<file path="src/rtl/core/stt_pkg.sv">
// Shared types and constants for the software timer table.
`default_nettype none

package stt_pkg;

  // Function codes carried by a request.
  localparam logic [2:0] FUNC_TICK   = 3'd0;
  localparam logic [2:0] FUNC_ADD    = 3'd1;
  localparam logic [2:0] FUNC_DELETE = 3'd2;
  localparam logic [2:0] FUNC_MODIFY = 3'd3;
  localparam logic [2:0] FUNC_READ   = 3'd4;

  // Slot modes.
  localparam logic [1:0] MODE_FREE     = 2'd0;
  localparam logic [1:0] MODE_STOP     = 2'd1;
  localparam logic [1:0] MODE_ONCE     = 2'd2;
  localparam logic [1:0] MODE_PERIODIC = 2'd3;

  // Response kinds.
  localparam logic [2:0] KIND_FIRE      = 3'd0;
  localparam logic [2:0] KIND_TICK_DONE = 3'd1;
  localparam logic [2:0] KIND_ADD       = 3'd2;
  localparam logic [2:0] KIND_COUNT     = 3'd3;
  localparam logic [2:0] KIND_ACK       = 3'd4;

  typedef struct packed {
    logic [2:0]  func;
    logic [3:0]  slot_id;
    logic [1:0]  mode;
    logic [15:0] count_value;
    logic [15:0] compare_value;
    logic        notify;
  } stt_req_t;

  typedef struct packed {
    logic [2:0]  kind;
    logic [3:0]  result_slot;
    logic [15:0] result_count;
    logic        ok;
    logic        last;
  } stt_rsp_t;

  // Source selection for the output register.
  typedef enum logic [2:0] {
    OUT_PEND_MID  = 3'd0,
    OUT_PEND_LAST = 3'd1,
    OUT_TICK_DONE = 3'd2,
    OUT_ADD_OK    = 3'd3,
    OUT_ADD_FAIL  = 3'd4,
    OUT_EXEC      = 3'd5
  } out_src_e;

  // Controller state, one-hot.
  typedef enum logic [4:0] {
    ST_IDLE  = 5'b00001,
    ST_TICK  = 5'b00010,
    ST_TDONE = 5'b00100,
    ST_ADD   = 5'b01000,
    ST_EXEC  = 5'b10000
  } state_e;

  // Commands from the controller to the datapath.
  typedef struct packed {
    logic     req_load;
    logic     idx_inc;
    logic     tick_wr;
    logic     add_wr;
    logic     exec_wr;
    logic     pend_load;
    logic     pend_clr;
    logic     out_load;
    out_src_e out_src;
  } stt_cmd_t;

  // Status from the datapath to the controller.
  typedef struct packed {
    logic [2:0] new_func;
    logic       new_mode_nz;
    logic       slot_run;
    logic       slot_expire;
    logic       slot_notify;
    logic       slot_free;
    logic       idx_last;
    logic       pend_valid;
    logic       out_free;
  } stt_stat_t;

endpackage

`default_nettype wire

</file>
<file path="src/rtl/core/software_timer_table.sv">
// Top level of the software timer table: controller plus slot datapath.
//
//   Channel | Direction | Handshake              | Payload
//   --------+-----------+------------------------+---------------------
//   in      | input     | in_valid_i/in_ready_o   | in_req_i  (stt_req_t)
//   out     | output    | out_valid_o/out_ready_i | out_rsp_o (stt_rsp_t)
//
// One request is processed at a time. A tick walks the slots one per cycle while
// the output can take its fires; an add searches slots one per cycle until it
// finds a free slot or the last one; delete, modify and read are handled in the
// execute state. The single slot read port of the datapath sets this pace. Reset
// clears every slot to free. A stalled output holds back the scan only when a
// further response has to be written while the output register is still full.
`default_nettype none

module software_timer_table #(
  parameter int unsigned SLOT_COUNT = 8
) (
  input  wire logic              clk_i,
  input  wire logic              rst_ni,
  input  wire logic              in_valid_i,
  output logic                   in_ready_o,
  input  wire stt_pkg::stt_req_t in_req_i,
  output logic                   out_valid_o,
  input  wire logic              out_ready_i,
  output stt_pkg::stt_rsp_t      out_rsp_o
);
  import stt_pkg::*;

  stt_cmd_t  cmd;
  stt_stat_t stat;

  stt_ctrl u_ctrl (
    .clk_i      (clk_i),
    .rst_ni     (rst_ni),
    .in_valid_i (in_valid_i),
    .in_ready_o (in_ready_o),
    .stat_i     (stat),
    .cmd_o      (cmd)
  );

  stt_datapath #(
    .SLOT_COUNT (SLOT_COUNT)
  ) u_datapath (
    .clk_i       (clk_i),
    .rst_ni      (rst_ni),
    .in_req_i    (in_req_i),
    .cmd_i       (cmd),
    .stat_o      (stat),
    .out_valid_o (out_valid_o),
    .out_ready_i (out_ready_i),
    .out_rsp_o   (out_rsp_o)
  );

endmodule

`default_nettype wire

</file>
<file path="src/rtl/core/stt_datapath.sv">
// Slot storage, scan index, pending fire buffer and output register.
`default_nettype none

module stt_datapath #(
  parameter int unsigned SLOT_COUNT = 8
) (
  input  wire logic              clk_i,
  input  wire logic              rst_ni,
  input  wire stt_pkg::stt_req_t in_req_i,
  input  wire stt_pkg::stt_cmd_t cmd_i,
  output stt_pkg::stt_stat_t     stat_o,
  output logic                   out_valid_o,
  input  wire logic              out_ready_i,
  output stt_pkg::stt_rsp_t      out_rsp_o
);
  import stt_pkg::*;

  localparam int unsigned IdxW = (SLOT_COUNT > 1) ? $clog2(SLOT_COUNT) : 1;

  stt_req_t        req_q;
  logic            req_ok_q;
  logic [IdxW-1:0] idx_q;
  logic            pend_valid_q;
  logic [IdxW-1:0] pend_slot_q;
  logic            out_valid_q;
  stt_rsp_t        out_q;
  stt_rsp_t        rsp_d;

  logic [1:0]  mode_q   [SLOT_COUNT];
  logic [15:0] count_q  [SLOT_COUNT];
  logic [15:0] cmp_q    [SLOT_COUNT];
  logic        notify_q [SLOT_COUNT];

  logic [1:0]  rd_mode;
  logic [15:0] rd_count;
  logic [15:0] rd_cmp;
  logic        rd_notify;
  logic        rd_run;
  logic        rd_expire;

  logic        wr_en;
  logic [1:0]  nx_mode;
  logic [15:0] nx_count;
  logic [15:0] nx_cmp;
  logic        nx_notify;

  // Read the slot selected by the index register.
  assign rd_mode   = mode_q[idx_q];
  assign rd_count  = count_q[idx_q];
  assign rd_cmp    = cmp_q[idx_q];
  assign rd_notify = notify_q[idx_q];
  assign rd_run    = (rd_mode == MODE_ONCE) || (rd_mode == MODE_PERIODIC);
  assign rd_expire = (rd_count >= rd_cmp);

  // Request register, id check and slot index.
  always_ff @(posedge clk_i) begin
    if (cmd_i.req_load) begin
      req_q    <= in_req_i;
      req_ok_q <= ({1'b0, in_req_i.slot_id} < 5'(SLOT_COUNT));
    end
  end

  always_ff @(posedge clk_i or negedge rst_ni) begin
    if (!rst_ni) begin
      idx_q <= '0;
    end else if (cmd_i.req_load) begin
      if ((in_req_i.func == FUNC_TICK) || (in_req_i.func == FUNC_ADD)) begin
        idx_q <= '0;
      end else begin
        idx_q <= in_req_i.slot_id[IdxW-1:0];
      end
    end else if (cmd_i.idx_inc) begin
      idx_q <= idx_q + IdxW'(1);
    end
  end

  // Next contents of the selected slot.
  always_comb begin
    wr_en     = 1'b0;
    nx_mode   = rd_mode;
    nx_count  = rd_count;
    nx_cmp    = rd_cmp;
    nx_notify = rd_notify;
    if (cmd_i.tick_wr && rd_run) begin
      wr_en = 1'b1;
      if (rd_expire) begin
        nx_count = 16'd1;
        if (rd_mode == MODE_ONCE) begin
          nx_mode = MODE_STOP;
        end
      end else begin
        nx_count = rd_count + 16'd1;
      end
    end
    if (cmd_i.add_wr) begin
      wr_en     = 1'b1;
      nx_mode   = req_q.mode;
      nx_count  = 16'd1;
      nx_cmp    = req_q.compare_value;
      nx_notify = req_q.notify;
    end
    if (cmd_i.exec_wr && req_ok_q) begin
      if (req_q.func == FUNC_DELETE) begin
        wr_en     = 1'b1;
        nx_mode   = MODE_FREE;
        nx_notify = 1'b0;
      end else if (req_q.func == FUNC_MODIFY) begin
        wr_en = 1'b1;
        if (req_q.mode != MODE_FREE) begin
          nx_mode = req_q.mode;
        end
        if (req_q.count_value != 16'd0) begin
          nx_count = req_q.count_value;
        end
        if (req_q.compare_value != 16'd0) begin
          nx_cmp = req_q.compare_value;
        end
      end
    end
  end

  // Slot storage; all slots reset to free with cleared fields.
  always_ff @(posedge clk_i or negedge rst_ni) begin
    if (!rst_ni) begin
      for (int i = 0; i < SLOT_COUNT; i++) begin
        mode_q[i]   <= MODE_FREE;
        count_q[i]  <= '0;
        cmp_q[i]    <= '0;
        notify_q[i] <= 1'b0;
      end
    end else if (wr_en) begin
      for (int i = 0; i < SLOT_COUNT; i++) begin
        if (idx_q == IdxW'(i)) begin
          mode_q[i]   <= nx_mode;
          count_q[i]  <= nx_count;
          cmp_q[i]    <= nx_cmp;
          notify_q[i] <= nx_notify;
        end
      end
    end
  end

  // One fire is held back until it is known whether it is the final one.
  always_ff @(posedge clk_i or negedge rst_ni) begin
    if (!rst_ni) begin
      pend_valid_q <= 1'b0;
      pend_slot_q  <= '0;
    end else if (cmd_i.pend_load) begin
      pend_valid_q <= 1'b1;
      pend_slot_q  <= idx_q;
    end else if (cmd_i.pend_clr) begin
      pend_valid_q <= 1'b0;
    end
  end

  // Response selection.
  always_comb begin
    rsp_d              = '0;
    rsp_d.kind         = KIND_ACK;
    rsp_d.last         = 1'b1;
    unique case (cmd_i.out_src)
      OUT_PEND_MID: begin
        rsp_d.kind        = KIND_FIRE;
        rsp_d.result_slot = 4'(pend_slot_q);
        rsp_d.ok          = 1'b1;
        rsp_d.last        = 1'b0;
      end
      OUT_PEND_LAST: begin
        rsp_d.kind        = KIND_FIRE;
        rsp_d.result_slot = 4'(pend_slot_q);
        rsp_d.ok          = 1'b1;
      end
      OUT_TICK_DONE: begin
        rsp_d.kind = KIND_TICK_DONE;
        rsp_d.ok   = 1'b1;
      end
      OUT_ADD_OK: begin
        rsp_d.kind        = KIND_ADD;
        rsp_d.result_slot = 4'(idx_q);
        rsp_d.ok          = 1'b1;
      end
      OUT_ADD_FAIL: begin
        rsp_d.kind = KIND_ADD;
      end
      OUT_EXEC: begin
        unique case (req_q.func)
          FUNC_DELETE, FUNC_MODIFY: begin
            rsp_d.ok = req_ok_q;
          end
          FUNC_READ: begin
            rsp_d.kind         = KIND_COUNT;
            rsp_d.result_count = req_ok_q ? rd_count : 16'd0;
            rsp_d.ok           = req_ok_q;
          end
          FUNC_ADD: begin
            rsp_d.kind = KIND_ADD;
          end
          default: begin
            rsp_d.kind = KIND_ACK;
          end
        endcase
      end
      default: begin
        rsp_d.kind = KIND_ACK;
      end
    endcase
  end

  // Output register.
  always_ff @(posedge clk_i or negedge rst_ni) begin
    if (!rst_ni) begin
      out_valid_q <= 1'b0;
    end else if (cmd_i.out_load) begin
      out_valid_q <= 1'b1;
    end else if (out_ready_i) begin
      out_valid_q <= 1'b0;
    end
  end

  always_ff @(posedge clk_i) begin
    if (cmd_i.out_load) begin
      out_q <= rsp_d;
    end
  end

  assign out_valid_o = out_valid_q;
  assign out_rsp_o   = out_q;

  // Status toward the controller.
  assign stat_o.new_func    = in_req_i.func;
  assign stat_o.new_mode_nz = (in_req_i.mode != MODE_FREE);
  assign stat_o.slot_run    = rd_run;
  assign stat_o.slot_expire = rd_expire;
  assign stat_o.slot_notify = rd_notify;
  assign stat_o.slot_free   = (rd_mode == MODE_FREE);
  assign stat_o.idx_last    = (idx_q == IdxW'(SLOT_COUNT - 1));
  assign stat_o.pend_valid  = pend_valid_q;
  assign stat_o.out_free    = !out_valid_q || out_ready_i;

endmodule

`default_nettype wire

</file>
<file path="src/rtl/core/stt_ctrl.sv">
// Controller state machine that sequences tick scans, add searches and single commands.
`default_nettype none

module stt_ctrl (
  input  wire logic               clk_i,
  input  wire logic               rst_ni,
  input  wire logic               in_valid_i,
  output logic                    in_ready_o,
  input  wire stt_pkg::stt_stat_t stat_i,
  output stt_pkg::stt_cmd_t       cmd_o
);
  import stt_pkg::*;

  state_e state_q, state_d;
  logic   fire;

  assign fire       = stat_i.slot_run && stat_i.slot_expire && stat_i.slot_notify;
  assign in_ready_o = (state_q == ST_IDLE);

  // Next state and commands.
  always_comb begin
    state_d       = state_q;
    cmd_o         = '0;
    cmd_o.out_src = OUT_EXEC;
    unique case (state_q)
      ST_IDLE: begin
        if (in_valid_i) begin
          cmd_o.req_load = 1'b1;
          if (stat_i.new_func == FUNC_TICK) begin
            state_d = ST_TICK;
          end else if ((stat_i.new_func == FUNC_ADD) && stat_i.new_mode_nz) begin
            state_d = ST_ADD;
          end else begin
            state_d = ST_EXEC;
          end
        end
      end
      ST_TICK: begin
        // A second fire can only go ahead when the held one can be sent.
        if (!(fire && stat_i.pend_valid && !stat_i.out_free)) begin
          cmd_o.tick_wr = 1'b1;
          if (fire) begin
            cmd_o.pend_load = 1'b1;
            if (stat_i.pend_valid) begin
              cmd_o.out_load = 1'b1;
              cmd_o.out_src  = OUT_PEND_MID;
            end
          end
          if (stat_i.idx_last) begin
            state_d = ST_TDONE;
          end else begin
            cmd_o.idx_inc = 1'b1;
          end
        end
      end
      ST_TDONE: begin
        if (stat_i.out_free) begin
          cmd_o.out_load = 1'b1;
          cmd_o.out_src  = stat_i.pend_valid ? OUT_PEND_LAST : OUT_TICK_DONE;
          cmd_o.pend_clr = 1'b1;
          state_d        = ST_IDLE;
        end
      end
      ST_ADD: begin
        if (stat_i.slot_free) begin
          if (stat_i.out_free) begin
            cmd_o.add_wr   = 1'b1;
            cmd_o.out_load = 1'b1;
            cmd_o.out_src  = OUT_ADD_OK;
            state_d        = ST_IDLE;
          end
        end else if (stat_i.idx_last) begin
          if (stat_i.out_free) begin
            cmd_o.out_load = 1'b1;
            cmd_o.out_src  = OUT_ADD_FAIL;
            state_d        = ST_IDLE;
          end
        end else begin
          cmd_o.idx_inc = 1'b1;
        end
      end
      ST_EXEC: begin
        if (stat_i.out_free) begin
          cmd_o.exec_wr  = 1'b1;
          cmd_o.out_load = 1'b1;
          cmd_o.out_src  = OUT_EXEC;
          state_d        = ST_IDLE;
        end
      end
      default: begin
        state_d = ST_IDLE;
      end
    endcase
  end

  always_ff @(posedge clk_i or negedge rst_ni) begin
    if (!rst_ni) begin
      state_q <= ST_IDLE;
    end else begin
      state_q <= state_d;
    end
  end

endmodule

`default_nettype wire

</file>
<file path="config.mk">
export PLATFORM = sky130hd
export DESIGN_NAME = software_timer_table
export DESIGN_NICKNAME = d
export VERILOG_FILES = /design/src/rtl/core/stt_pkg.sv /design/src/rtl/core/software_timer_table.sv /design/src/rtl/core/stt_datapath.sv /design/src/rtl/core/stt_ctrl.sv
export SDC_FILE = /design/constraint.sdc
export NUM_CORES = 1
export LEC_CHECK = 0
export BUFFER_PORTS_ARGS = -buffer_cell sky130_fd_sc_hd__buf_2
export CORE_MARGIN = 3
export CORE_UTILIZATION = 35
export CTS_CLUSTER_DIAMETER = 200
export DETAILED_ROUTE_END_ITERATION = 8
export SLEW_MARGIN = 20
export SYNTH_ARGS = -nofsm -noshare
export SYNTH_HDL_FRONTEND = slang
export SYNTH_SLANG_ARGS = --single-unit
export TNS_END_PERCENT = 5
</file>
<file path="constraint.sdc">
create_clock -name clk_i -period 6.9 [get_ports clk_i]
set_input_delay 1.725 -clock clk_i [delete_from_list [all_inputs] [get_ports clk_i]]
set_output_delay 1.725 -clock clk_i [all_outputs]
set_load 0.03 [all_outputs]
</file>
== Word-level counts from Yosys, hierarchy flattened ==
Cells that the tools add are included.
Storage, ports and cells
  output and inout port bits: 27
  logic and storage cells: 208
  bits in registers: 357
  input port bits: 46
Operators by class
  bitwise logic cells: 1
  magnitude comparators: 3
  reductions and logical operators: 38
  add/subtract/negate cells: 2
  eq/ne operators: 28
  mux-type cells: 88
Operators with widths (number)
  16-bit 2-to-1 mux: 16
  16-bit binary-select mux with 3-bit select: 2
  5-bit 2-to-1 mux: 9
  4-bit 2-to-1 mux: 8
  16-bit nonzero test: 2
  1-bit 2-to-1 mux: 29
  2-bit 2-to-1 mux: 12
  3-bit equality test (second input constant): 7
  5-bit case mux with 4 select lines: 1
  3-bit by 2-bit equality test with 1-bit output (second input constant): 6
  16-bit by 1-bit adder with 16-bit output (second input constant): 1
  16-bit greater-or-equal comparator: 1
  4-bit case mux with 4 select lines: 1
  2-bit AND reduction: 8
  3-bit by 1-bit equality test with 1-bit output (second input constant): 4
  3-bit case mux with 2 select lines: 2
  3-bit case mux with 4 select lines: 1
  2-bit nonzero test: 5
  3-bit logical NOT: 3
  3-bit 2-to-1 mux: 3
  1-bit logical AND: 7
  2-bit binary-select mux with 3-bit select: 1
  2-bit != test (second input constant): 3
  2-bit OR reduction: 3
  other kinds (20): 25

== Logic depth before layout (Yosys ltp) ==
Gate-level depths: netlist of run 1.
  depth in word-level cells: 19
  gate-level depth with buffers: 21
  mapped depth without buffers: 13

== Cells and area by module ==
A second synthesis of run 1 with hierarchy kept.
Second synthesis, totals
  cells, all modules: 1447
  area, all modules: 16676.0 um^2
By module, submodules not included
  stt_datapath: area an instance 16116.7 um^2, seq. area each 9098.7 um^2, cells each 1381, instances 1
  stt_ctrl: area an instance 559.3 um^2, seq. area each 126.4 um^2, cells each 66, instances 1

== Least setup slack after synthesis of run 1 ==
No wires, ideal clock.
  kind: register -> register
  from: reg u_datapath.idx_q[0]
  to: reg u_datapath.out_q (netlist bit u_datapath.out_rsp_o[0]) (enable)
  stages on the path, launching flop included: 15
  data required time: 6.488 ns
  arrival: 4.767 ns
  period minus slack after synthesis: 5.180 ns
  setup time: 0.412 ns
  setup slack: 1.720 ns
  path buffers: 4
  cell sequence: dfrtp_1 > buf_6 > buf_12 > buf_2 > buf_1 > mux4_2 > mux2i_1 > ha_1 > nand4_1 > or4_1 > o32a_1 > a21oi_2 > a21oi_1 > or3_1 > o211ai_1
RTL lines
  from (decl): RTL line stt_datapath.sv:22  | logic [IdxW-1:0] idx_q;
  from (signal assigned): RTL line stt_datapath.sv:70  | idx_q <= in_req_i.slot_id[IdxW-1:0];
  from (signal assigned): RTL line stt_datapath.sv:73  | idx_q <= idx_q + IdxW'(1);
  to (signal assigned): RTL line stt_datapath.sv:222  | out_q <= rsp_d;
  to (decl): RTL line stt_datapath.sv:26  | stt_rsp_t out_q;

== Final worst setup path of run 1 ==
  from: reg u_datapath.idx_q[0]
  to: reg u_datapath.count_q[66] (netlist bit)
On the way
  elaborated cells between the ends (all ways): 42
  classes of those cells: add/sub: 1; order compare: 1; eq/ne: 3; mux: 28; bitwise: 1; reduce/logical: 8
RTL lines
  3-bit NOT with 4-bit output (not written as such) *: RTL line stt_datapath.sv:49  | assign rd_count = count_q[idx_q];
  16-bit binary-select mux with 3-bit select *: RTL line stt_datapath.sv:49
  16-bit 2-to-1 mux (not written as such) * (2 in series): RTL line stt_datapath.sv:49
  named net u_datapath.rd_count[13]: RTL line stt_datapath.sv:35  | logic [15:0] rd_count;
  16-bit greater-or-equal comparator *: RTL line stt_datapath.sv:53  | assign rd_expire = (rd_count >= rd_cmp);
  1-bit logical AND (2 in series): RTL line stt_ctrl.sv:17  | assign fire = stat_i.slot_run && stat_i.slot_expire && stat_i.slot_notify;
  1-bit logical AND (2 in series): RTL line stt_ctrl.sv:40  | if (!(fire && stat_i.pend_valid && !stat_i.out_free)) begin
  2-bit 2-to-1 mux: RTL line stt_ctrl.sv:40
  1-bit 2-to-1 mux: RTL line stt_ctrl.sv:25  | unique case (state_q)
  1-bit logical AND: RTL line stt_datapath.sv:84  | if (cmd_i.tick_wr && rd_run) begin
  16-bit 2-to-1 mux / 1-bit 2-to-1 mux (equally long branches): RTL line stt_datapath.sv:84
  16-bit 2-to-1 mux / 1-bit 2-to-1 mux (equally long branches): RTL line stt_datapath.sv:95  | if (cmd_i.add_wr) begin
  16-bit 2-to-1 mux / 1-bit 2-to-1 mux (equally long branches): RTL line stt_datapath.sv:112, stt_datapath.sv:107
  16-bit 2-to-1 mux / 1-bit 2-to-1 mux (equally long branches): RTL line stt_datapath.sv:107, stt_datapath.sv:103
  16-bit 2-to-1 mux / 1-bit 2-to-1 mux (equally long branches): RTL line stt_datapath.sv:103, stt_datapath.sv:102
  16-bit 2-to-1 mux / 2-bit AND reduction (equally long branches)
  to (signal, indexed assignment): RTL line stt_datapath.sv:135  | count_q[i] <= nx_count;
  to (decl): RTL line stt_datapath.sv:30  | logic [15:0] count_q [SLOT_COUNT];
Mark *: on every way through the listed nets, which the timed path passes. The rest lies on a longest branch. The select of a mux whose other input is x is not followed.
A chain may end at the register's enable or synchronous reset.

==> results.yml, run 1 <==
clock_tree:
  cts_buffers: 40
  clock-root-buffer: "clkbuf_16"
  path_clk_slew_ns: 0.07
  clock_insertion_delay_worst_skew_ns: 0.56
  cts-htree-levels: 2
  cts_repair_resize_count: 0
  clock_tree.buffer_depth: 3
  tritoncts: "built"
  cts.sink_count: 356
  post_cts.repair.setup_buffers: 0
  cts_hold_buffers: 0
synth:
  ys_seq_area_frac: 0.5605
  synth_edf_count: 63
  dominantRegCellSynth: "dfrtp_1"
  synth_area_um2: 16460
  yosysWarningCount: 0
  synthesis.instances: 1493
  post_synth.cell_area_avg_um2: 11.02
  async_reset_ff_frac: 0.8230
  yosys_register_bits: 356
  synthDistinctLibCells: 77
  postSynthNetCount: 1562
route:
  drc_violations: 0
  routed_wl_um: 44470
  iteration_0_drc_count_of_the_detailed_router: 1119
  wl_per_cell_um: 20.42
  detail-route-antenna-nets: 0
  post_drt_via_cell_ratio: 5.396
  drt_first_pass_iters: 5
  routed-via-count: 11750
sta:
  timing_worst_slew_pin_value_ns: 1.137
  maxSlewHeadroom: 0.2378
  period_minus_slack_ns: 5.924
  grt_setup_unrepaired: "false"
  fmax_ghz: 0.1688
  clock_skew_after_layout_ns: 0.01982
  finalHoldViolCount: 0
  fin_tns_setup_ns: 0
  setup_violations_final: 0
  period_utilization: 0.8586
  count_of_pins_over_their_slew_limit: 0
run:
  cap_viol_max_count: 0
floorplan:
  die_height_um: 222.9
  core_area_um2: 45870
  boundaryPins: 73
  floorplan.initialDensity: 0.3588
  dieWidth_um: 222.9
  fp-row-count: 78
  die_area_um2: 49660
final_layout:
  final_util: 0.4117
  top_library_cells_by_usage_in_the_layout_fill_and_taps_aside: "289 x dfrtp_1, 244 x nand2_1, 180 x o21ai_0"
  finalNetCount: 1616
  final_common_cell: "dfrtp_1"
  seq_area_um2: 9234
  antennaDiodeCount: 0
  share_of_layout_cells_above_drive_strength_1: 0.1793
  multiInputGateArea_um2: 6746
  fill_cells: 4378
  area_growth_pct: 14.75
global_route:
  grt_pass1_wl_um: 69940
  grt_max_degree: 119
  grt_usage: 0.1797
  first_global_vias: 11790
  grt_antenna_before_repair: 1
  global_route.overflow_total: 0
power_and_ir_drop:
  totalPowerFinal_w: 0.007271
  powerDensity_nw_per_um2: 385.0
  ir_drop_uv: 282.1
  p_leak_nw: 8.015
status:
  status: "finished clean"
worst_hold_path:
  holdCritPathClass: "flip-flop to flip-flop"
critical_path:
  crit_path_start_kind: "flip-flop"
  critPathMaxFanout: 29
  crit_type: "flip-flop to flip-flop"
  end_kind: "flip-flop"
  crit_path_arrival_time_ns: 6.33
  cp_data_required_time_ns: 7.30
placed_design:
  routability_congestion_estimate_from_global_placement: 0.8525
  io_buffers: 71
  hpwl_um: 28630
through the flow:
stage / std cells / setup WS [ns] / hold WS (ns) / area (um2)
3_3_place_gp: 2105 / 1.171 / 0.4561 / 17530
3_5_place_dp: 2105 / 1.160 / 0.4655 / 17530
6_report: 2178 / 0.9758 / 0.4747 / 18890
2_1_floorplan: 1493 / 1.720 / 0.4419 / 16460
4_1_cts: 2178 / 1.125 / 0.4786 / 18880
5_1_grt: 2178 / 0.7219 / 0.4952 / 18890
area by class of cell:
class                           instances  area share
Sequential cell                       356      0.4889
Multi-Input combinational cell       1016      0.3572
Clock buffer                           59     0.06440
Tap cell                              600     0.03975
Timing Repair Buffer                  108     0.03737
Clock inverter                         14    0.007288
Inverter                               25    0.005035
kinds of logic (layout without fill, tap and decap cells):
group	after synthesis	count (layout)	share of synthesized area
other	1	1	0.0002278
adders and majority gates	23	23	0.01749
xor gates and xnor gates	9	9	0.004790
and+or+nand+nor	467	467	0.1203
muxes	109	109	0.1173
DFF	356	356	0.5605
AOI/OAI and AO/OA	407	407	0.1447
buffers and inverters	121	206	0.03459
cells in the mapped netlist (7+ instances only):
master / number / share of area
edfxtp_1: 63 / 0.11
buf_1: 15 / 0.0034
a21oi_2: 9 / 0.0048
nand4_1: 10 / 0.0038
dfrtp_1: 292 / 0.44
buf_2: 30 / 0.0091
a31oi_1: 34 / 0.013
o21ai_0: 184 / 0.056
nand3_1: 15 / 0.0046
clkbuf_1: 38 / 0.0087
mux2i_1: 37 / 0.023
xnor2_1: 7 / 0.0037
nand3b_1: 7 / 0.0032
a21oi_1: 81 / 0.025
nand2_1: 244 / 0.056
nor2_1: 138 / 0.031
mux4_2: 60 / 0.082
a211oi_1: 7 / 0.0032
inv_1: 24 / 0.0055
nor4_1: 9 / 0.0034
buf_4: 8 / 0.0036
o21ai_1: 32 / 0.0097
ha_1: 23 / 0.017
flip-flops by register name, summed over array words and instances (netlist names):
register,flops
u_datapath.out_rsp_o,24
u_datapath.mode_q,16
u_datapath.idx_q,3
u_datapath.req_q,38
u_datapath.count_q,128
u_datapath.out_valid_o,1
u_ctrl.state_q,5
u_datapath.pend_slot_q,3
u_datapath.cmp_q,128
u_datapath.pend_valid_q,1
u_datapath.notify_q,8
u_datapath.req_ok_q,1
path summary, 6_finish.rpt:
check / depth (start not counted) / endpoint / slack [ns] / start
setup / recovery: 12 / u_datapath.count_q[66]$_DFFE_PN0P_ / 0.98 / u_datapath.idx_q[0]$_DFFE_PN0P_
max in group asynchronous: 2 / u_datapath.idx_q[0]$_DFFE_PN0P_ / 4.49 / rst_ni
hold / removal: 2 / u_datapath.cmp_q[114]$_DFFE_PN0P_ / 0.47 / u_datapath.cmp_q[114]$_DFFE_PN0P_
hold reg to reg: 2 / u_datapath.cmp_q[114]$_DFFE_PN0P_ / 0.47 / u_datapath.cmp_q[114]$_DFFE_PN0P_
setup reg to reg: 12 / u_datapath.count_q[66]$_DFFE_PN0P_ / 0.98 / u_datapath.idx_q[0]$_DFFE_PN0P_
min in group asynchronous: 1 / u_datapath.cmp_q[13]$_DFFE_PN0P_ / 1.21 / rst_ni
metal layers:
| metal | vias to the layer above | track usage | share of wire |
|---|---|---|---|
| li1 | 5474 | - | - |
| met3 | 101 | 0.03711 | 0.062 |
| met4 | 2 | 0.05845 | 0.031 |
| met5 | - | 0 | 0.00029 |
| met1 | 5797 | 0.2513 | 0.45 |
| met2 | 379 | 0.2817 | 0.46 |
power breakdown:
| part | leakage, nW | internal [W] | switching (W) | total [W] |
|---|---|---|---|---|
| sequential | 4.53 | 0.00253 | 0.000379 | 0.00291 |
| clock | 0.663 | 0.00130 | 0.000866 | 0.00217 |
| combinational | 2.82 | 0.000862 | 0.00133 | 0.00219 |
worst max-delay path, stage by stage, from the launching register on:
cell and delay, ns:
dfrtp_4 0.72, inv_1 0.77, nor2_1 0.16, a221oi_1 0.88, ha_1 0.30, nand4_1 0.15, or4_1 0.54, o32a_1 0.35
a21oi_2 0.36, a21oi_1 0.40, a21o_1 0.29, a32oi_1 0.60, o21ai_0 0.22
(Power assumes the default switching activity.)
==> run 2: changes to the inputs <==
clock period = 7.6 ns   (was 6.9 ns; I/O delays follow)
==> run 2 against run 1 <==
Count of clock-buffer cells in the layout rose by 2. Clock power fell by 12%. Sequential power fell by 11%. Utilization fell by 0.23 points. Clock skew rose by 0.0091 ns. Register-to-register slack improved by 0.66 ns. Global-route usage rose by 0.29 points. Sequential cell count did not move. Setup slack improved by 0.66 ns. Wire length rose by 0.70%. Worst hold slack improved by 0.0015 ns. First-iteration DRC count rose by 5.5%.
==> results.yml, run 2 (synthesis gave the netlist of run 1 again) <==
status:
  status: "finished clean"
power_and_ir_drop:
  power.switching_fraction: 0.3574
  p_clk_frac: 0.291
  p_comb_frac: 0.310
  ir_drop_uv: 192.0
  relative_contribution_of_sequential_cells_to_total_power: 0.398
  powerDensity_nw_per_um2: 348.1
  p_leak_nw: 7.957
  total_switching_power_w: 0.002336
  power_report.internal_total_w: 0.004200
sta:
  fin_tns_setup_ns: 0
  maxSlewHeadroom: 0.2710
  clock_skew_after_layout_ns: 0.02888
  period_utilization: 0.7854
  fmax_ghz: 0.1675
  grt_setup_unrepaired: "false"
  setup_violations_final: 0
  period_minus_slack_ns: 5.969
  timing_worst_slew_pin_value_ns: 1.087
  finalHoldViolCount: 0
  count_of_pins_over_their_slew_limit: 0
global_route:
  first_global_vias: 11920
  grt_pass1_wl_um: 71300
  grt_max_degree: 174
  grt_antenna_before_repair: 0
  grt_usage: 0.1826
  global_route.overflow_total: 0
critical_path:
  slowest_delay_ns: 0.87
  worst-path-buf-inv: 3
  crit_path_start_kind: "flip-flop"
  crit_type: "flip-flop to flip-flop"
  regToRegSetupSlack_ns: 1.63
  cp_data_required_time_ns: 8.06
  worstReg2RegEnd: "u_datapath.count_q[113]$_DFFE_PN0P_"
  register_to_register_path_depth: 14
  number_of_gates_on_the_worst_path_with_buffers_counted: 14
  crit_path_cell_trace: "buf_4 > mux4_2 > mux2i_1 > inv_1 > ha_1 > nand2_1 > or4_1 > o32a_1 > a21oi_2 > a21o_1 > buf_4 > o21a_1 > a22oi_1 > o21ai_0"
  crit_family: "compound AO/OA/AOI/OAI gates"
  crit_path_to: "u_datapath.count_q[113]$_DFFE_PN0P_"
  critical_path_startpoint: "u_datapath.idx_q[2]$_DFFE_PN0P_"
  critPathSlowestCell: "dfrtp_2"
  crit_path_arrival_time_ns: 6.43
  critical_path.most_common_cell: "buf_4"
  critPathMaxFanout: 27
  worst_reg2reg_startpoint: "u_datapath.idx_q[2]$_DFFE_PN0P_"
  end_kind: "flip-flop"
placed_design:
  io_buffers: 71
  hpwl_um: 29300
  routability_congestion_estimate_from_global_placement: 0.8784
  dpl_cells: 2101
clock_tree:
  clock_insertion_delay_worst_skew_ns: 0.57
  tritoncts: "built"
  cts_buffers: 40
  post_cts.repair.setup_buffers: 0
  cts.sink_count: 356
  cts-htree-levels: 2
  clock_tree.buffer_depth: 3
  cts_hold_buffers: 0
  path_clk_slew_ns: 0.06
  cts_repair_resize_count: 0
  clock-root-buffer: "clkbuf_16"
route:
  detail-route-antenna-nets: 0
  drc_violations: 0
  drt_first_pass_iters: 5
  routed-via-count: 11850
  post_drt_via_cell_ratio: 5.449
  iteration_0_drc_count_of_the_detailed_router: 1180
  routed_wl_um: 44780
  wl_per_cell_um: 20.59
floorplan:
  floorplan.initialDensity: 0.3588
  die_area_um2: 49660
  core_area_um2: 45870
  dieWidth_um: 222.9
  boundaryPins: 73
  fp-row-count: 78
  die_height_um: 222.9
run:
  cap_viol_max_count: 0
final_layout:
  top_library_cells_by_usage_in_the_layout_fill_and_taps_aside: "289 x dfrtp_1, 244 x nand2_1, 180 x o21ai_0"
  final_common_cell: "dfrtp_1"
  top_flop_regs: "u_datapath.cmp_q: 128 flops, u_datapath.count_q: 128 flops, u_datapath.req_q: 38 flops"
  final_cells: 2175
  multiInputGateArea_um2: 6750
  share_of_layout_cells_above_drive_strength_1: 0.1752
  finalNetCount: 1612
  fill_cells: 4402
  seq_area_um2: 9234
  final_util: 0.4094
  antennaDiodeCount: 0
  area_growth_pct: 14.09
worst_hold_path:
  worstHoldStart: "u_datapath.cmp_q[15]$_DFFE_PN0P_"
  holdCritPathClass: "flip-flop to flip-flop"
-- run 2: how the worst min path moves through the flow --
stage	endpoint	slack [ns]	cells past startpoint
2_1_floorplan	u_datapath.count_q[51]$_DFFE_PN0P_	0.44	2
3_3_place_gp	u_datapath.cmp_q[115]$_DFFE_PN0P_	0.46	2
3_5_place_dp	u_datapath.cmp_q[88]$_DFFE_PN0P_	0.47	2
4_1_cts	u_datapath.cmp_q[88]$_DFFE_PN0P_	0.48	2
5_1_grt	u_datapath.cmp_q[89]$_DFFE_PN0P_	0.49	2
6_report	u_datapath.cmp_q[15]$_DFFE_PN0P_	0.48	2
-- run 2: tightest hold or removal path, stage by stage, from the launching register on --
cell and delay (ns):
dfrtp_1 0.33, nand2_1 0.05, o21ai_0 0.06
-- run 2: metal layers --
layer,vias up,part of all wire,GRT usage
met1,5902,0.45,0.2534
met4,0,0.030,0.05722
met5,-,0,0
met2,389,0.47,0.2944
met3,87,0.057,0.03118
li1,5473,-,-
-- run 2: through the flow --
stage | setup WS, ns | area (um2) | total power (W) | hold WS, ns
floorplan | 2.420 | 16460 | 0.003973 | 0.4419
global placement | 1.798 | 17450 | 0.004602 | 0.4564
detailed placement | 1.744 | 17450 | 0.004651 | 0.4669
CTS | 1.688 | 18760 | 0.006576 | 0.4798
global route | 1.338 | 18780 | 0.006905 | 0.4949
finish | 1.631 | 18780 | 0.006536 | 0.4762
-- run 2: layout make-up --
type / instances / area share
multi-input cells: 1016 / 0.3595
well taps: 600 / 0.03998
inverters: 25 / 0.005064
clock buffers: 61 / 0.06343
clock inverters: 13 / 0.006330
flip-flops and latches: 356 / 0.4917
repair buffers: 104 / 0.03398
-- run 2: power by group through the flow --
| stage | Combinational, W | Sequential (W) | Clock (W) |
|---|---|---|---|
| floorplan | 0.00148 | 0.00250 | 0 |
| global placement | 0.00198 | 0.00262 | 0 |
| detailed placement | 0.00202 | 0.00263 | 0 |
| CTS | 0.00202 | 0.00260 | 0.00195 |
| global route | 0.00222 | 0.00265 | 0.00204 |
| finish | 0.00203 | 0.00260 | 0.00190 |
==> run 3: changes to the inputs <==
ABC_AREA = 1   (was not set)
clock period = 5.65 ns   (was 7.6 ns; I/O delays follow)
==> run 3 against run 2 <==
Clock skew decreased by 0.0095 ns. Largest power group is now combinational logic. Utilization decreased by 0.99 points. Critical endpoint is now u_datapath.count_q[123]$_DFFE_PN0P_. Synthesized area increased by 6.6%. Via count increased by 26%. Power increased by 79%. Wire length increased by 17%. Sequential cell count unchanged. Count of clock-buffer cells in the layout decreased by 4. Setup slack got worse by 1.0 ns.
==> results.yml, run 3 <==
synth:
  synthDistinctLibCells: 47
  yosys_register_bits: 356
  post_synth.cell_area_avg_um2: 8.166
  synthesis.instances: 2149
  async_reset_ff_frac: 0.8230
  postSynthNetCount: 2218
  ys_seq_area_frac: 0.5257
  synth_edf_count: 63
  synth.most_common_cell: "nand2_1"
  synth_largest_area_cell: "dfrtp_1"
  dominantRegCellSynth: "dfrtp_1"
  synthDominantCellAreaShare: 0.4164
  synth_area_um2: 17550
  synthTopCellsByCount: "741 x nand2_1, 292 x dfrtp_1, 239 x o21ai_0, 191 x nor2_1, 115 x inv_1"
  yosysWarningCount: 0
  top_cells_by_area_synth: "dfrtp_1 42%, nand2_1 16%, edfxtp_1 11%, o21ai_0 6.8%, nor2_1 4.1%"
sta:
  fmax_ghz: 0.1973
  setup_violations_final: 0
  grt_setup_unrepaired: "false"
  timing_worst_slew_pin_value_ns: 1.038
  period_utilization: 0.8969
  finalHoldViolCount: 0
  fin_tns_setup_ns: 0
  final_critical_path_setup_slack_ns: 0.5826
  count_of_pins_over_their_slew_limit: 0
  clock_skew_after_layout_ns: 0.01934
  period_minus_slack_ns: 5.067
  maxSlewHeadroom: 0.3077
route:
  routed_wl_um: 52390
  post_drt_via_cell_ratio: 5.192
  drc_violations: 0
  iteration_0_drc_count_of_the_detailed_router: 1276
  routed-via-count: 14890
  wl_per_cell_um: 18.27
  drt_first_pass_iters: 5
  detail-route-antenna-nets: 0
worst_hold_path:
  cell_depth_of_the_worst_hold_path: 2
  holdCritPathClass: "flip-flop to flip-flop"
placed_design:
  place_ws_ns: 0.7340
  routability_congestion_estimate_from_global_placement: 0.8692
  io_buffers: 71
  hpwl_um: 34190
clock_tree:
  cts_repair_resize_count: 0
  clock-root-buffer: "clkbuf_16"
  post_cts.repair.setup_buffers: 0
  cts_hold_buffers: 0
  cts.sink_count: 356
  clock_insertion_delay_worst_skew_ns: 0.54
  clock_tree.buffer_depth: 3
  path_clk_slew_ns: 0.06
  cts_buffers: 38
  tritoncts: "built"
  cts-htree-levels: 2
critical_path:
  crit_family: "simple AND/OR/NAND/NOR gates"
  crit_path_cell_trace: "inv_6 > nand2_1 > nand3_1 > nand3_1 > nand2_2 > clkinv_1 > ha_1 > nand2_1 > nor2_1 > and2_1 > nor2_1 > nand2_1 > nand2_1 > nand2_1 > nand3_2 > nand3_4 > nand3_2 > nand2_2 > inv_2 > nor2_1 > a31oi_1"
  crit_type: "flip-flop to flip-flop"
  crit_path_arrival_time_ns: 5.46
  register_to_register_path_depth: 21
  cp_data_required_time_ns: 6.04
  number_of_gates_on_the_worst_path_with_buffers_counted: 21
  slowest_delay_ns: 0.66
  critPathMaxFanout: 69
  critPathSlowestCell: "dfrtp_4"
  critical_path.most_common_cell: "nand2_1"
  crit_path_start_kind: "flip-flop"
  end_kind: "flip-flop"
  worst-path-buf-inv: 3
global_route:
  grt_max_degree: 119
  grt_usage: 0.1961
  grt_antenna_before_repair: 1
  first_global_vias: 14460
  global_route.overflow_total: 0
  grt_pass1_wl_um: 82370
final_layout:
  share_of_layout_cells_above_drive_strength_1: 0.1180
  area_growth_pct: 12.13
  finalNetCount: 2245
  final_common_cell: "nand2_1"
  top_library_cells_by_usage_in_the_layout_fill_and_taps_aside: "741 x nand2_1, 289 x dfrtp_1, 239 x o21ai_0"
  top_flop_regs: "u_datapath.cmp_q: 128 flops, u_datapath.count_q: 128 flops, u_datapath.req_q: 38 flops"
  antennaDiodeCount: 0
power_and_ir_drop:
  p_comb_frac: 0.446
  power_report.internal_total_w: 0.006486
  ir_drop_uv: 269.1
  total_switching_power_w: 0.005225
  p_clk_frac: 0.221
  relative_contribution_of_sequential_cells_to_total_power: 0.333
  powerDensity_nw_per_um2: 595.1
  p_leak_nw: 9.401
  power.switching_fraction: 0.4462
floorplan:
  die_area_um2: 52860
  die_height_um: 229.9
  dieWidth_um: 229.9
  core_area_um2: 49250
  floorplan.initialDensity: 0.3563
  boundaryPins: 73
  fp-row-count: 81
run:
  cap_viol_max_count: 0
status:
  status: "finished clean"
-- run 3: changes by cell type in the layout (fill, tap and decap cells not counted), sizes merged, moves of 22 or more --
| cell | delta |
|---|---|
| mux2i | -39 |
| o21ai | +120 |
| nand3 | +68 |
| mux4 | -64 |
| a31oi | -22 |
| nand2 | +523 |
| nor2 | +62 |
| inv | +102 |
| a21oi | -71 |
| o22ai | +39 |
-- run 3: metrics by stage --
stage               hold WS (ns)  total power [W]  std cells  cell area, um2    util
floorplan                 0.4436         0.007499       2149           17550       -
CTS                       0.4793          0.01174       2868           19680  0.3995
finish                    0.4778          0.01171       2868           19680  0.3995
global placement          0.4570         0.009069       2800           18390  0.3733
global route              0.4960          0.01257       2868           19680  0.3995
detailed placement        0.4600         0.009127       2800           18390  0.3733
-- run 3: final timing paths --
kind	start	to	slack [ns]
max	u_datapath.idx_q[0]$_DFFE_PN0P_	u_datapath.count_q[123]$_DFFE_PN0P_	0.58
max in group asynchronous	rst_ni	u_datapath.idx_q[2]$_DFFE_PN0P_	3.52
max reg2reg	u_datapath.idx_q[0]$_DFFE_PN0P_	u_datapath.count_q[123]$_DFFE_PN0P_	0.58
min	u_datapath.count_q[44]$_DFFE_PN0P_	u_datapath.count_q[44]$_DFFE_PN0P_	0.48
min reg2reg	u_datapath.count_q[44]$_DFFE_PN0P_	u_datapath.count_q[44]$_DFFE_PN0P_	0.48
min in group asynchronous	rst_ni	u_datapath.count_q[120]$_DFFE_PN0P_	0.95
-- run 3: kinds of logic (layout without fill, tap and decap cells) --
family / after synthesis / after routing / synth area share
xor gates and xnor gates: 3 / 3 / 0.001497
other: 1 / 1 / 0.0002137
buffers and inverters: 248 / 303 / 0.06851
and+or+nand+nor: 1099 / 1099 / 0.2569
DFF: 356 / 356 / 0.5257
adders and majority gates: 23 / 23 / 0.01640
AOI/OAI and AO/OA: 419 / 419 / 0.1308
-- run 3: routing by layer --
layer | share of wire | vias to the layer above | GRT usage
met3 | 0.063 | 119 | 0.03221
met4 | 0.043 | 2 | 0.08671
met2 | 0.45 | 507 | 0.3058
met1 | 0.44 | 7214 | 0.2695
met5 | 0.00013 | - | 0
li1 | - | 7048 | -
-- run 3: final cells by class --
class                   instances  area, um2
clock inverters                11      157.7
well taps                     664      830.8
multi-input cells            1545       7134
repair buffers                104      688.2
flip-flops and latches        356       9231
fillers                      5035      29580
inverters                     131      503.0
clock buffers                  57       1134
-- run 3: power groups by stage --
stage / clock network (W) / registers (W) / logic (W)
global route: 0.00274 / 0.00398 / 0.00585
CTS: 0.00262 / 0.00390 / 0.00522
detailed placement: 0 / 0.00393 / 0.00520
global placement: 0 / 0.00392 / 0.00515
finish: 0.00258 / 0.00390 / 0.00523
floorplan: 0 / 0.00397 / 0.00353
-- run 3: worst reg2reg max path: stages, from the launching register on --
cell and delay, ns:
dfrtp_4 0.66, inv_6 0.47, nand2_1 0.18, nand3_1 0.10, nand3_1 0.12, nand2_2 0.19, clkinv_1 0.31, ha_1 0.41
nand2_1 0.05, nor2_1 0.12, and2_1 0.14, nor2_1 0.04, nand2_1 0.13, nand2_1 0.07, nand2_1 0.20, nand3_2 0.16
nand3_4 0.21, nand3_2 0.35, nand2_2 0.39, inv_2 0.35, nor2_1 0.21, a31oi_1 0.05
